--- config.mk ---
export PLATFORM = sky130hd
export DESIGN_NAME = spi_lcd_rect_fill_sequencer
export DESIGN_NICKNAME = d
export VERILOG_FILES = /design/src/hdl/slrf_pkg.sv /design/src/hdl/spi_lcd_rect_fill_sequencer.sv
export SDC_FILE = /design/constraint.sdc
export NUM_CORES = 1
export LEC_CHECK = 0
export BUFFER_PORTS_ARGS = -buffer_cell sky130_fd_sc_hd__buf_2
export CORE_MARGIN = 1.5
export CORE_UTILIZATION = 36
export DETAILED_ROUTE_END_ITERATION = 8
export PLACE_DENSITY = 0.5
export SLEW_MARGIN = 20
export SYNTH_ARGS = -nofsm -noshare
export SYNTH_HDL_FRONTEND = slang
export SYNTH_SLANG_ARGS = --single-unit
export TNS_END_PERCENT = 20
--- constraint.sdc ---
create_clock -name clk -period 7.1 [get_ports clk]
set_input_delay 0.71 -clock clk [delete_from_list [all_inputs] [get_ports clk]]
set_output_delay 0.71 -clock clk [all_outputs]
set_load 0.01 [all_outputs]
--- src/hdl/slrf_pkg.sv ---
`default_nettype none
// ----------------------------------------------------------------------------
// slrf_pkg
// Shared types and constants for the serial display rectangle-fill sequencer.
// ----------------------------------------------------------------------------
package slrf_pkg;

  localparam int COORD_BITS = 10;
  localparam int ADDR_BITS  = 16;
  localparam int PIX_BITS   = 2 * COORD_BITS;
  localparam int COLOR_BITS = 16;
  localparam int BYTE_BITS  = 8;
  localparam int BIT_BITS   = 3;

  localparam logic [BYTE_BITS-1:0] CMD_COL      = 8'h2A;
  localparam logic [BYTE_BITS-1:0] CMD_ROW      = 8'h2B;
  localparam logic [BYTE_BITS-1:0] CMD_MEM      = 8'h2C;
  localparam logic [BYTE_BITS-1:0] OFFSET_RESET = 8'd34;
  localparam logic [1:0]           LAST_ADDR_BYTE = 2'd3;

  typedef enum logic [2:0] {
    PH_IDLE    = 3'd0,
    PH_CMD_COL = 3'd1,
    PH_COL     = 3'd2,
    PH_CMD_ROW = 3'd3,
    PH_ROW     = 3'd4,
    PH_CMD_MEM = 3'd5,
    PH_PIX     = 3'd6
  } phase_t;

  typedef struct packed {
    logic serial_bit;
    logic clocked;
    logic data_not_command;
    logic select_active;
    logic byte_last;
    logic frame_last;
    logic busy_res;
    logic rejected;
  } res_t;

endpackage : slrf_pkg
`default_nettype wire

--- src/hdl/spi_lcd_rect_fill_sequencer.sv ---
`default_nettype none
// ----------------------------------------------------------------------------
// spi_lcd_rect_fill_sequencer
// Turns a rectangle fill request into the bit stream of a serial display link:
// column/row address windows, memory write command and the pixel run.
// ----------------------------------------------------------------------------
// Channel  | Handshake            | Payload
// ---------+----------------------+----------------------------------------------
// in       | in_valid / in_stall  | req_type, x_start, y_start, rect_width,
//          |                      | rect_height, fill_color
// out      | out_valid / out_stall| serial_bit, clocked, data_not_command,
//          |                      | select_active, byte_last, frame_last,
//          |                      | busy_res, rejected
// cfg      | cfg_wr_en            | cfg_wr_data (row_offset)
//
// One item per cycle while in_stall is low: each item taken yields one registered result.
// The bit slot logic sits between the sequencer state and the result register.
// A two-entry output (result register plus skid register) keeps input taking
// while one result waits; in_stall rises only when both are full.
// Reset (rst, synchronous) returns to idle with row_offset at 34.
// ----------------------------------------------------------------------------
module spi_lcd_rect_fill_sequencer
  import slrf_pkg::*;
(
  input  wire logic                  clk,
  input  wire logic                  rst,
  input  wire logic                  in_valid,
  output logic                       in_stall,
  input  wire logic                  req_type,
  input  wire logic [COORD_BITS-1:0] x_start,
  input  wire logic [COORD_BITS-1:0] y_start,
  input  wire logic [COORD_BITS-1:0] rect_width,
  input  wire logic [COORD_BITS-1:0] rect_height,
  input  wire logic [COLOR_BITS-1:0] fill_color,
  output logic                       out_valid,
  input  wire logic                  out_stall,
  output logic                       serial_bit,
  output logic                       clocked,
  output logic                       data_not_command,
  output logic                       select_active,
  output logic                       byte_last,
  output logic                       frame_last,
  output logic                       busy_res,
  output logic                       rejected,
  input  wire logic                  cfg_wr_en,
  input  wire logic [BYTE_BITS-1:0]  cfg_wr_data
);

  // sequencer state
  phase_t                phase, phase_next;
  logic [1:0]            byte_in_frame, byte_in_frame_next;
  logic [BIT_BITS-1:0]   bit_position, bit_position_next;
  logic [PIX_BITS-1:0]   pixels_left, pixels_left_next;
  logic                  high_byte, high_byte_next;
  logic [COORD_BITS-1:0] latched_x, latched_y, latched_w, latched_h;
  logic [COLOR_BITS-1:0] latched_color;
  logic [BYTE_BITS-1:0]  row_offset;

  // output side
  res_t res_next, out_res, skid_res;
  logic skid_valid;

  logic                 in_take, out_take;
  logic [ADDR_BITS-1:0] col_start, col_end, row_start, row_end;
  logic [BYTE_BITS-1:0] cur_byte;
  logic                 is_cmd, blast, flast;
  logic [PIX_BITS-1:0]  pix_dec;

  assign in_stall = skid_valid;
  assign in_take  = in_valid && !skid_valid;
  assign out_take = out_valid && !out_stall;

  // address window and the byte in flight
  always_comb begin
    logic [ADDR_BITS-1:0] sel;
    col_start = ADDR_BITS'(latched_x);
    col_end   = col_start + ADDR_BITS'(latched_w) - ADDR_BITS'(1);
    row_start = ADDR_BITS'(latched_y) + ADDR_BITS'(row_offset);
    row_end   = row_start + ADDR_BITS'(latched_h) - ADDR_BITS'(1);
    sel       = '0;
    case (phase)
      PH_CMD_COL: cur_byte = CMD_COL;
      PH_CMD_ROW: cur_byte = CMD_ROW;
      PH_CMD_MEM: cur_byte = CMD_MEM;
      PH_COL: begin
        sel      = byte_in_frame[1] ? col_end : col_start;
        cur_byte = byte_in_frame[0] ? sel[7:0] : sel[15:8];
      end
      PH_ROW: begin
        sel      = byte_in_frame[1] ? row_end : row_start;
        cur_byte = byte_in_frame[0] ? sel[7:0] : sel[15:8];
      end
      default: cur_byte = high_byte ? latched_color[15:8] : latched_color[7:0];
    endcase
  end

  assign is_cmd  = (phase == PH_CMD_COL) || (phase == PH_CMD_ROW) || (phase == PH_CMD_MEM);
  assign blast   = (bit_position == '0);
  assign pix_dec = (pixels_left != '0) ? pixels_left - PIX_BITS'(1) : '0;

  // next state
  always_comb begin
    phase_next         = phase;
    byte_in_frame_next = byte_in_frame;
    bit_position_next  = bit_position;
    pixels_left_next   = pixels_left;
    high_byte_next     = high_byte;
    flast              = 1'b0;
    if (req_type) begin
      if (phase == PH_IDLE) begin
        phase_next         = PH_CMD_COL;
        byte_in_frame_next = '0;
        bit_position_next  = '1;
        high_byte_next     = 1'b1;
        pixels_left_next   = PIX_BITS'(rect_width) * PIX_BITS'(rect_height);
      end
    end else if (phase != PH_IDLE) begin
      if (!blast) begin
        bit_position_next = bit_position - BIT_BITS'(1);
      end else begin
        bit_position_next = '1;
        case (phase)
          PH_CMD_COL: begin
            flast              = 1'b1;
            phase_next         = PH_COL;
            byte_in_frame_next = '0;
          end
          PH_CMD_ROW: begin
            flast              = 1'b1;
            phase_next         = PH_ROW;
            byte_in_frame_next = '0;
          end
          PH_COL, PH_ROW: begin
            if (byte_in_frame == LAST_ADDR_BYTE) begin
              flast              = 1'b1;
              phase_next         = (phase == PH_COL) ? PH_CMD_ROW : PH_CMD_MEM;
              byte_in_frame_next = '0;
            end else begin
              byte_in_frame_next = byte_in_frame + 2'd1;
            end
          end
          PH_CMD_MEM: begin
            flast              = 1'b1;
            byte_in_frame_next = '0;
            high_byte_next     = 1'b1;
            // skip an empty pixel frame
            phase_next         = (pixels_left == '0) ? PH_IDLE : PH_PIX;
          end
          PH_PIX: begin
            if (high_byte) begin
              high_byte_next = 1'b0;
            end else begin
              high_byte_next   = 1'b1;
              pixels_left_next = pix_dec;
              if (pix_dec == '0) begin
                flast      = 1'b1;
                phase_next = PH_IDLE;
              end
            end
          end
          default: phase_next = PH_IDLE;
        endcase
      end
    end
  end

  // result of this item
  always_comb begin
    res_next = '0;
    if (req_type) begin
      res_next.busy_res = 1'b1;
      res_next.rejected = (phase != PH_IDLE);
    end else if (phase != PH_IDLE) begin
      res_next.serial_bit       = cur_byte[bit_position];
      res_next.clocked          = 1'b1;
      res_next.data_not_command = !is_cmd;
      res_next.select_active    = 1'b1;
      res_next.byte_last        = blast;
      res_next.frame_last       = flast;
      res_next.busy_res         = (phase_next != PH_IDLE);
    end
  end

  always_ff @(posedge clk) begin
    if (rst) begin
      phase         <= PH_IDLE;
      byte_in_frame <= '0;
      bit_position  <= '1;
      pixels_left   <= '0;
      high_byte     <= 1'b1;
      row_offset    <= OFFSET_RESET;
    end else begin
      if (cfg_wr_en) begin
        row_offset <= cfg_wr_data;
      end
      if (in_take) begin
        phase         <= phase_next;
        byte_in_frame <= byte_in_frame_next;
        bit_position  <= bit_position_next;
        pixels_left   <= pixels_left_next;
        high_byte     <= high_byte_next;
      end
    end
  end

  // rectangle is latched only by an accepted start
  always_ff @(posedge clk) begin
    if (in_take && req_type && (phase == PH_IDLE)) begin
      latched_x     <= x_start;
      latched_y     <= y_start;
      latched_w     <= rect_width;
      latched_h     <= rect_height;
      latched_color <= fill_color;
    end
  end

  // result register with skid stage
  always_ff @(posedge clk) begin
    if (rst) begin
      out_valid  <= 1'b0;
      skid_valid <= 1'b0;
    end else begin
      if (skid_valid) begin
        if (out_take) begin
          skid_valid <= 1'b0;
        end
      end else if (in_take) begin
        if (out_valid && !out_take) begin
          skid_valid <= 1'b1;
        end else begin
          out_valid <= 1'b1;
        end
      end else if (out_take) begin
        out_valid <= 1'b0;
      end
    end
  end

  always_ff @(posedge clk) begin
    if (skid_valid) begin
      if (out_take) begin
        out_res <= skid_res;
      end
    end else if (in_take) begin
      if (out_valid && !out_take) begin
        skid_res <= res_next;
      end else begin
        out_res <= res_next;
      end
    end
  end

  assign serial_bit       = out_res.serial_bit;
  assign clocked          = out_res.clocked;
  assign data_not_command = out_res.data_not_command;
  assign select_active    = out_res.select_active;
  assign byte_last        = out_res.byte_last;
  assign frame_last       = out_res.frame_last;
  assign busy_res         = out_res.busy_res;
  assign rejected         = out_res.rejected;

endmodule : spi_lcd_rect_fill_sequencer
`default_nettype wire

==> results of run 1 <==
-- through the flow --
step	instance area [um^2]	utilization, %	power (W)	hold slack [ns]	worst slack [ns]
after detailed placement	11400	39.4	0.00252	0.480	1.42
after global placement	11400	39.4	0.00253	0.459	1.49
after floorplan	10700	-	0.00205	0.446	1.71
after CTS	11700	40.5	0.00309	0.500	1.81
after global routing	11700	40.5	0.00333	0.504	1.47
final	11700	40.5	0.00306	0.494	1.77
-- placed cells by master (no fill, tap or decap), types with 7 or more instances in the layout --
cell and instances:
a21o_1 16, a211oi_1 16, edfxtp_1 70, nand2_1 126, nor3_1 22, a21oi_1 63, o21ai_0 48, nor2_1 93
mux2i_1 19, a31oi_1 17, nand3_1 22, inv_1 157, and2_1 43, buf_2 79, mux2_2 10, nand2b_1 14
nor4_1 10, dfxtp_1 39, o21a_1 12, o21bai_1 7, or3_1 10, a22oi_1 7, xnor2_1 21, fa_1 65
and3_1 7, nand4_1 11, xor2_1 16, o31ai_1 7, o211ai_1 8, nor2b_1 9, clkbuf_16 9, buf_4 8
ha_1 110
-- where the power goes --
group          total (W)  internal [W]  leakage [nW]  switching (W)
combinational    0.00177      0.000707          4.14        0.00106
clock           0.000542      0.000282         0.151       0.000260
sequential      0.000751      0.000716         0.973      0.0000355
-- per-layer routing --
metal | vias to the layer above | wire length (um) | global-route usage (%)
li1 | 4326 | - | -
met1 | 4287 | 14000 | 27.3
met2 | 194 | 14200 | 34.1
met3 | 42 | 1040 | 2.11
met4 | 0 | 921 | 7.44
met5 | - | 0 | 0
-- final cells by class --
class                      instances  share of cell area, %
timing repair buffer              87                   3.89
inverter                         158                   5.06
sequential                       109                   24.6
antenna                            1                 0.0214
multi-input combinational        898                   59.7
tap                              384                   4.10
clock buffer                      10                   1.95
clock inverter                     6                  0.641
-- worst max-delay path, delay by kind of cell --
family	cells	cell delay, ns
buffers and inverters	2	0.34
and+or+nand+nor	2	0.29
AOI/OAI and AO/OA	6	0.88
adders and majority gates	6	2.96
muxes	1	0.37
-- path summary, 6_finish.rpt --
kind                 start              end  slack, ns  cells after the start
min reg2reg  row_offset[5]    row_offset[5]       0.49                      2
max reg2reg   latched_y[0]       serial_bit       2.30                     18
max          rect_width[0]  pixels_left[18]       1.77                     17
min          row_offset[5]    row_offset[5]       0.49                      2
-- registers in the layout (all words and copies together), names as in the netlist, 7 cells and up --
name	count
latched_h	10
pixels_left	20
latched_color	16
latched_x	10
latched_y	10
row_offset	8
skid_res	7
latched_w	10
-- cell families (layout without fill, tap and decap cells) --
family,count (synthesis),count (layout),share of synthesized area (%)
AO/OA/AOI/OAI,264,264,16.4
XOR/XNOR,37,37,3.04
adder cells (fa/ha/maj),175,175,25.1
buffers and inverters,211,261,7.54
flip-flops,109,109,27.0
multiplexers,30,30,2.98
other,0,1,0
AND/OR/NAND/NOR,392,392,18.0
==> metrics, run 1 <==
run status=complete, no violations; Setup crit end kind=register; Setup Buffers After CTS=0; net count after synthesis=1,463; Final setup violation count=0; initial antenna violation count=1; I/O Buffers=79; Post-CTS Resized=0; final worst path period need=5.33 ns; CP max stage delay=0.55 ns; ranking of synthesized cells by area=edfxtp_1 20%, ha_1 13%, fa_1 12%; Max FO, Critical Path=11; number of fillers in the final layout=2,982; Worst slew margin=42.7%; post-synth top area share=19.7%; hold crit path type=reg -> reg; Post-Synthesis Cells=1,218; routability cong.=0.861; vias in the first global route=8,960; cell taking the most area after synthesis=edfxtp_1; CTS Sinks=109; Layout Area Growth over Synthesis=9.70%; Slew Viols, Final=0; # nets final=1,508; DP HPWL=23,500 um; Reg area=2880 um^2; clk slew on worst S/H paths=0.08 ns; first-pass GRT wire length=48,900 um; cts hold-fix bufs=0; vias per cell=5.35; setup_tns=0 ns; I/O pin count=80; Row Count=62; total gr overflow=0; DIE WIDTH=175 um; vias post-DR=8,849; Slowest cell on crit path=fa_1; die area=30,700 um^2; most used cell, CP=fa_1; All-Layer GR Usage=20.4%; DRT iter0 DRCs=520; Synth async-reset ratio=0%; crit path DAT=5.57 ns; WP data required=7.33 ns; TritonCTS Buffers=9; pwr dens=261 nW/um^2; drt wl/cell=18.2 um; layout cell share with drive strength beyond 1=9.94%; Synth Flop Type=edfxtp_1; area occupied by multi-input gates=6990 um^2; non-filler cells, final=1,653; synth warn=0; Syn Area/Cell=8.77 um^2; Netlist cell types=78; unrepaired setup endpoints after global routing=no; CTS root buf=clkbuf_16; Max Cap Viol=0; Crit Path Class=in -> reg; worst-margin pin slew=0.857 ns; Initial Utilization=36.9%; Setup Skew=0.0119 ns; register area share after synthesis=27.0%; count leader, synth=inv_1; Detailed Route WL=30,100 um; CTS tree=yes; Startpoint Class=input port; ANT nets after route=0; H-tree depth=3; core area=28,900 um^2; Static Leak=5.26 nW; # DRC=0; #FFs+latches synth=109; Die H=175 um; Final period util=75.1%; Post-synth top cells=157 x inv_1, 126 x nand2_1, 110 x ha_1, 93 x nor2_1, 70 x edfxtp_1; EDFF count, synth=70; drt first pass iters=5; Cell Area, Synth=10,700 um^2; clock tree buffer depth=2; placed insts=1,636; Peak VDD IR=0.145 mV; fmax=187 MHz; Final Hold Viols=0; clk_lat worst skew=0.36 ns; crit-path cells=buf_2, nand2_1, fa_1, fa_1, inv_1, fa_1, fa_1, fa_1, ha_1, a21o_1, a21oi_1, nor2_1, a21oi_1, a211oi_1, mux2_2, o21ai_0, a211oi_1; pin count of the biggest net entering global routing=42
Power figures use the tool's default switching activity.
==> run 2, diff against run 1 <==
==> constraint.sdc (replaced) <==
create_clock -name clk -period 5.2 [get_ports clk]
set_input_delay 0.52 -clock clk [delete_from_list [all_inputs] [get_ports clk]]
set_output_delay 0.52 -clock clk [all_outputs]
set_load 0.01 [all_outputs]
==> metrics, run 2 (same netlist as run 1, synthesis figures left out) <==
run status=complete, no violations; routability cong.=0.890; Setup Buffers After CTS=0; Crit Path Class=in -> reg; CP startpoint=rect_width[1]; Slowest cell on crit path=fa_1; HP Start=fill_color[9]; CP max stage delay=0.55 ns; drt wl/cell=17.4 um; hold crit path type=in -> reg; Sw Pwr=0.00188 W; drt first pass iters=5; Startpoint Class=input port; # diodes=0; total gr overflow=0; Initial Utilization=36.9%; Power Total=0.00435 W; vias per cell=5.25; fmax=204 MHz; most used cell, CP=fa_1; vias in the first global route=9,099; combinational share of power=59.7%; vias post-DR=8,939; CTS root buf=clkbuf_16; # DRC=0; internal power=0.00247 W; sw frac=43.1%; pin count of the biggest net entering global routing=42; clk slew on worst S/H paths=0.09 ns; Slew Viols, Final=0; unrepaired setup endpoints after global routing=no; Final period util=94.4%; first-pass GRT wire length=48,600 um; clk_lat worst skew=0.37 ns; DRT iter0 DRCs=544; layout cell share with drive strength beyond 1=13.6%; crit path DAT=5.13 ns; pwr dens=357 nW/um^2; number of fillers in the final layout=2,927; Final setup violation count=0; TritonCTS Buffers=9; CTS Sinks=109; Peak VDD IR=0.205 mV; Final Hold Viols=0; cts hold-fix bufs=0; I/O pin count=80; R2R Setup Slk=0.45 ns; Die H=175 um; Reg area=2880 um^2; final worst path period need=4.91 ns; Worst slew margin=41.1%; worst-margin pin slew=0.880 ns; Static Leak=5.53 nW; Setup crit end kind=register; clock tree buffer depth=2; highest-count cells in the layout ignoring fill and taps=157 x inv_1, 126 x nand2_1, 110 x ha_1; clock network power share=16.8%; CTS tree=yes; Max Cap Viol=0; H-tree depth=3; commonest non-fill, non-tap cell in the layout=inv_1; ANT nets after route=0; initial antenna violation count=0; CP bufs+invs=2; # nets final=1,560; die area=30,700 um^2; Flop pwr share=23.5%; DP HPWL=23,900 um; area occupied by multi-input gates=7010 um^2; CP delay by family, top=adder cells; core area=28,900 um^2; Top reg by flops=pixels_left; Row Count=62; DIE WIDTH=175 um; Setup Skew=0.0162 ns; Post-CTS Resized=0; All-Layer GR Usage=20.1%; I/O Buffers=79; crit-path cells=buf_2, nand2_1, fa_1, fa_1, inv_1, fa_1, fa_1, fa_1, ha_1, a21o_1, a21oi_1, nor2_1, a211oi_1, o21bai_1, a2111oi_0, nor4_1; hold_ws=0.325 ns; top flop regs=pixels_left x20, latched_color x16; Detailed Route WL=29,600 um; worst r2r src=latched_y[0]; WP data required=5.42 ns; max reg flops=20; Max FO, Critical Path=5; Layout Area Growth over Synthesis=13.9%
==> run 2: layer usage <==
metal  GRT usage (%)  share of wire, %  vias to the layer above
met5               0                 0                        -
met2            35.0                48                      149
met3            1.54               2.4                       28
li1                -                 -                     4441
met1            27.0                48                     4321
met4            5.20               1.8                        0
==> run 2: layout make-up <==
class	count	area share, %
Sequential cell	109	23.7
Tap cell	384	3.95
Inverter	158	4.88
Multi-Input combinational cell	898	57.6
Clock buffer	9	1.85
Timing Repair Buffer	139	7.27
Clock inverter	7	0.710
==> run 2: power groups by stage <==
| stage | Combinational [W] | Clock (W) | Sequential (W) |
|---|---|---|---|
| finish | 0.00259 | 0.000731 | 0.00102 |
| global route | 0.00294 | 0.000784 | 0.00103 |
| CTS | 0.00262 | 0.000754 | 0.00102 |
| detailed placement | 0.00260 | 0 | 0.00104 |
| global placement | 0.00260 | 0 | 0.00104 |
| floorplan | 0.00177 | 0 | 0.00103 |
==> run 2: final timing paths <==
check / endpoint / cells past startpoint
min: latched_color[9] / 1
max: pixels_left[16] / 16
max reg2reg: serial_bit / 18
min reg2reg: row_offset[5] / 2
==> run 2: stage by stage <==
step           area, um^2  util (%)  std cells  setup slack (ns)  TNS [ns]
6_report            12200      42.0       1704             0.290         0
5_1_grt             12200      42.0       1704            0.0606         0
4_1_cts             12200      42.0       1704             0.271         0
3_5_place_dp        11800      40.9       1688            -0.111    -0.243
3_3_place_gp        11800      40.9       1688           -0.0570    -0.143
2_1_floorplan       10700         -       1218            0.0626         0
==> run 3, diff against run 2 <==
--- a/config.mk
+++ b/config.mk
@@ -6,10 +6,12 @@
 export NUM_CORES = 1
 export LEC_CHECK = 0
 export BUFFER_PORTS_ARGS = -buffer_cell sky130_fd_sc_hd__buf_2
+export CELL_PAD_IN_SITES_DETAIL_PLACEMENT = 0
+export CELL_PAD_IN_SITES_GLOBAL_PLACEMENT = 1
 export CORE_MARGIN = 1.5
-export CORE_UTILIZATION = 36
+export CORE_UTILIZATION = 35
 export DETAILED_ROUTE_END_ITERATION = 8
-export PLACE_DENSITY = 0.5
+export PLACE_DENSITY = 0.61
 export SLEW_MARGIN = 20
 export SYNTH_ARGS = -nofsm -noshare
 export SYNTH_HDL_FRONTEND = slang
==> metrics, run 3 (same netlist as run 1, synthesis figures left out) <==
run status=complete, no violations; Peak VDD IR=0.212 mV; area occupied by multi-input gates=7000 um^2; final core occ=40.9%; vias in the first global route=9,079; CTS Sinks=109; final worst path period need=4.88 ns; Row Count=63; DRT iter0 DRCs=461; vias post-DR=8,941; pwr dens=363 nW/um^2; Setup Skew=0.0130 ns; pin count of the biggest net entering global routing=42; routability cong.=0.890; Power Total=0.00443 W; I/O Buffers=79; highest-count cells in the layout ignoring fill and taps=157 x inv_1, 126 x nand2_1, 110 x ha_1; crit path DAT=5.09 ns; Static Leak=5.54 nW; DIE WIDTH=178 um; # diodes=0; commonest non-fill, non-tap cell in the layout=inv_1; H-tree depth=3; Final period util=93.9%; Placed Area=11,800 um^2; first-pass GRT wire length=48,900 um; vias per cell=5.23; Layout Area Growth over Synthesis=14.1%; top flop regs=pixels_left x20, latched_color x16; max reg flops=20; cts hold-fix bufs=0; fmax=205 MHz; clk slew on worst S/H paths=0.08 ns; hold_ws=0.317 ns; drt wl/cell=18.0 um; Final Hold Viols=0; initial antenna violation count=0; Startpoint Class=register; I/O pin count=80; unrepaired setup endpoints after global routing=no; Detailed Route WL=30,700 um; WP data required=5.40 ns; CTS tree=yes; CTS root buf=clkbuf_16; Crit Path Class=reg -> reg; Max Cap Viol=0; number of fillers in the final layout=3,081; Final setup violation count=0; final instance area=12,200 um^2; Top reg by flops=pixels_left; clk_lat worst skew=0.37 ns; clock tree buffer depth=2; All-Layer GR Usage=20.2%; DP HPWL=24,600 um; layout cell share with drive strength beyond 1=13.6%; drt first pass iters=5; worst-margin pin slew=0.957 ns; ANT nets after route=0; die area=31,600 um^2; Slew Viols, Final=0; Worst slew margin=36.0%; Post-CTS Resized=0; # nets final=1,561; Die H=178 um; TritonCTS Buffers=9; core area=29,800 um^2; Initial Utilization=35.8%; # DRC=0; Reg area=2880 um^2; Max FO, Critical Path=5; Setup crit end kind=register; total gr overflow=0; hold crit path type=in -> reg; Setup Buffers After CTS=0
## run 3: area by class of cell
class | instances | share of cell area, %
multi-input cells | 898 | 57.5
inverters | 158 | 4.87
clock buffers | 9 | 1.85
repair buffers | 140 | 7.21
well taps | 390 | 4.01
flip-flops and latches | 109 | 23.7
clock inverters | 7 | 0.925
## run 3: through the flow
step                      setup slack [ns]  std cells  TNS [ns]
after floorplan                     0.0626       1218         0
after global placement             -0.0499       1695    -0.129
after detailed placement            -0.112       1695    -0.305
after CTS                            0.295       1711         0
after global routing                0.0241       1711         0
final                                0.319       1711         0
## run 3: worst max-delay path: stages, from the launching register on
cell	delay, ns
edfxtp_1	0.39
ha_1	0.23
inv_1	0.07
fa_1	0.21
nor2b_1	0.09
o31a_1	0.30
o31a_1	0.26
or3_1	0.38
ha_1	0.28
inv_1	0.04
ha_1	0.34
and3_1	0.16
a22o_1	0.22
o21a_1	0.23
xnor2_1	0.13
a211oi_1	0.45
nor4_1	0.13
or4_1	0.55
o31ai_1	0.25
## run 3: routing by layer
metal	part of all wire (%)	global-route usage, %	vias to the layer above
met5	0	0	-
met4	2.0	5.88	0
met3	2.1	1.76	30
met2	48	35.0	117
met1	48	26.8	4351
li1	-	-	4443
## run 3: report_power, final
part | internal [W] | switching (W) | total [W] | leakage, nW
clock network | 0.000434 | 0.000366 | 0.000800 | 0.161
logic | 0.00114 | 0.00146 | 0.00260 | 4.40
registers | 0.000977 | 0.0000469 | 0.00102 | 0.973
## run 3: path summary, 6_finish.rpt
path                      start            end  slack (ns)  cells past startpoint
setup / recovery   latched_y[0]     serial_bit        0.32                     18
hold / removal       x_start[2]   latched_x[2]        0.32                      1
setup reg to reg   latched_y[0]     serial_bit        0.32                     18
hold reg to reg   row_offset[3]  row_offset[3]        0.51                      2
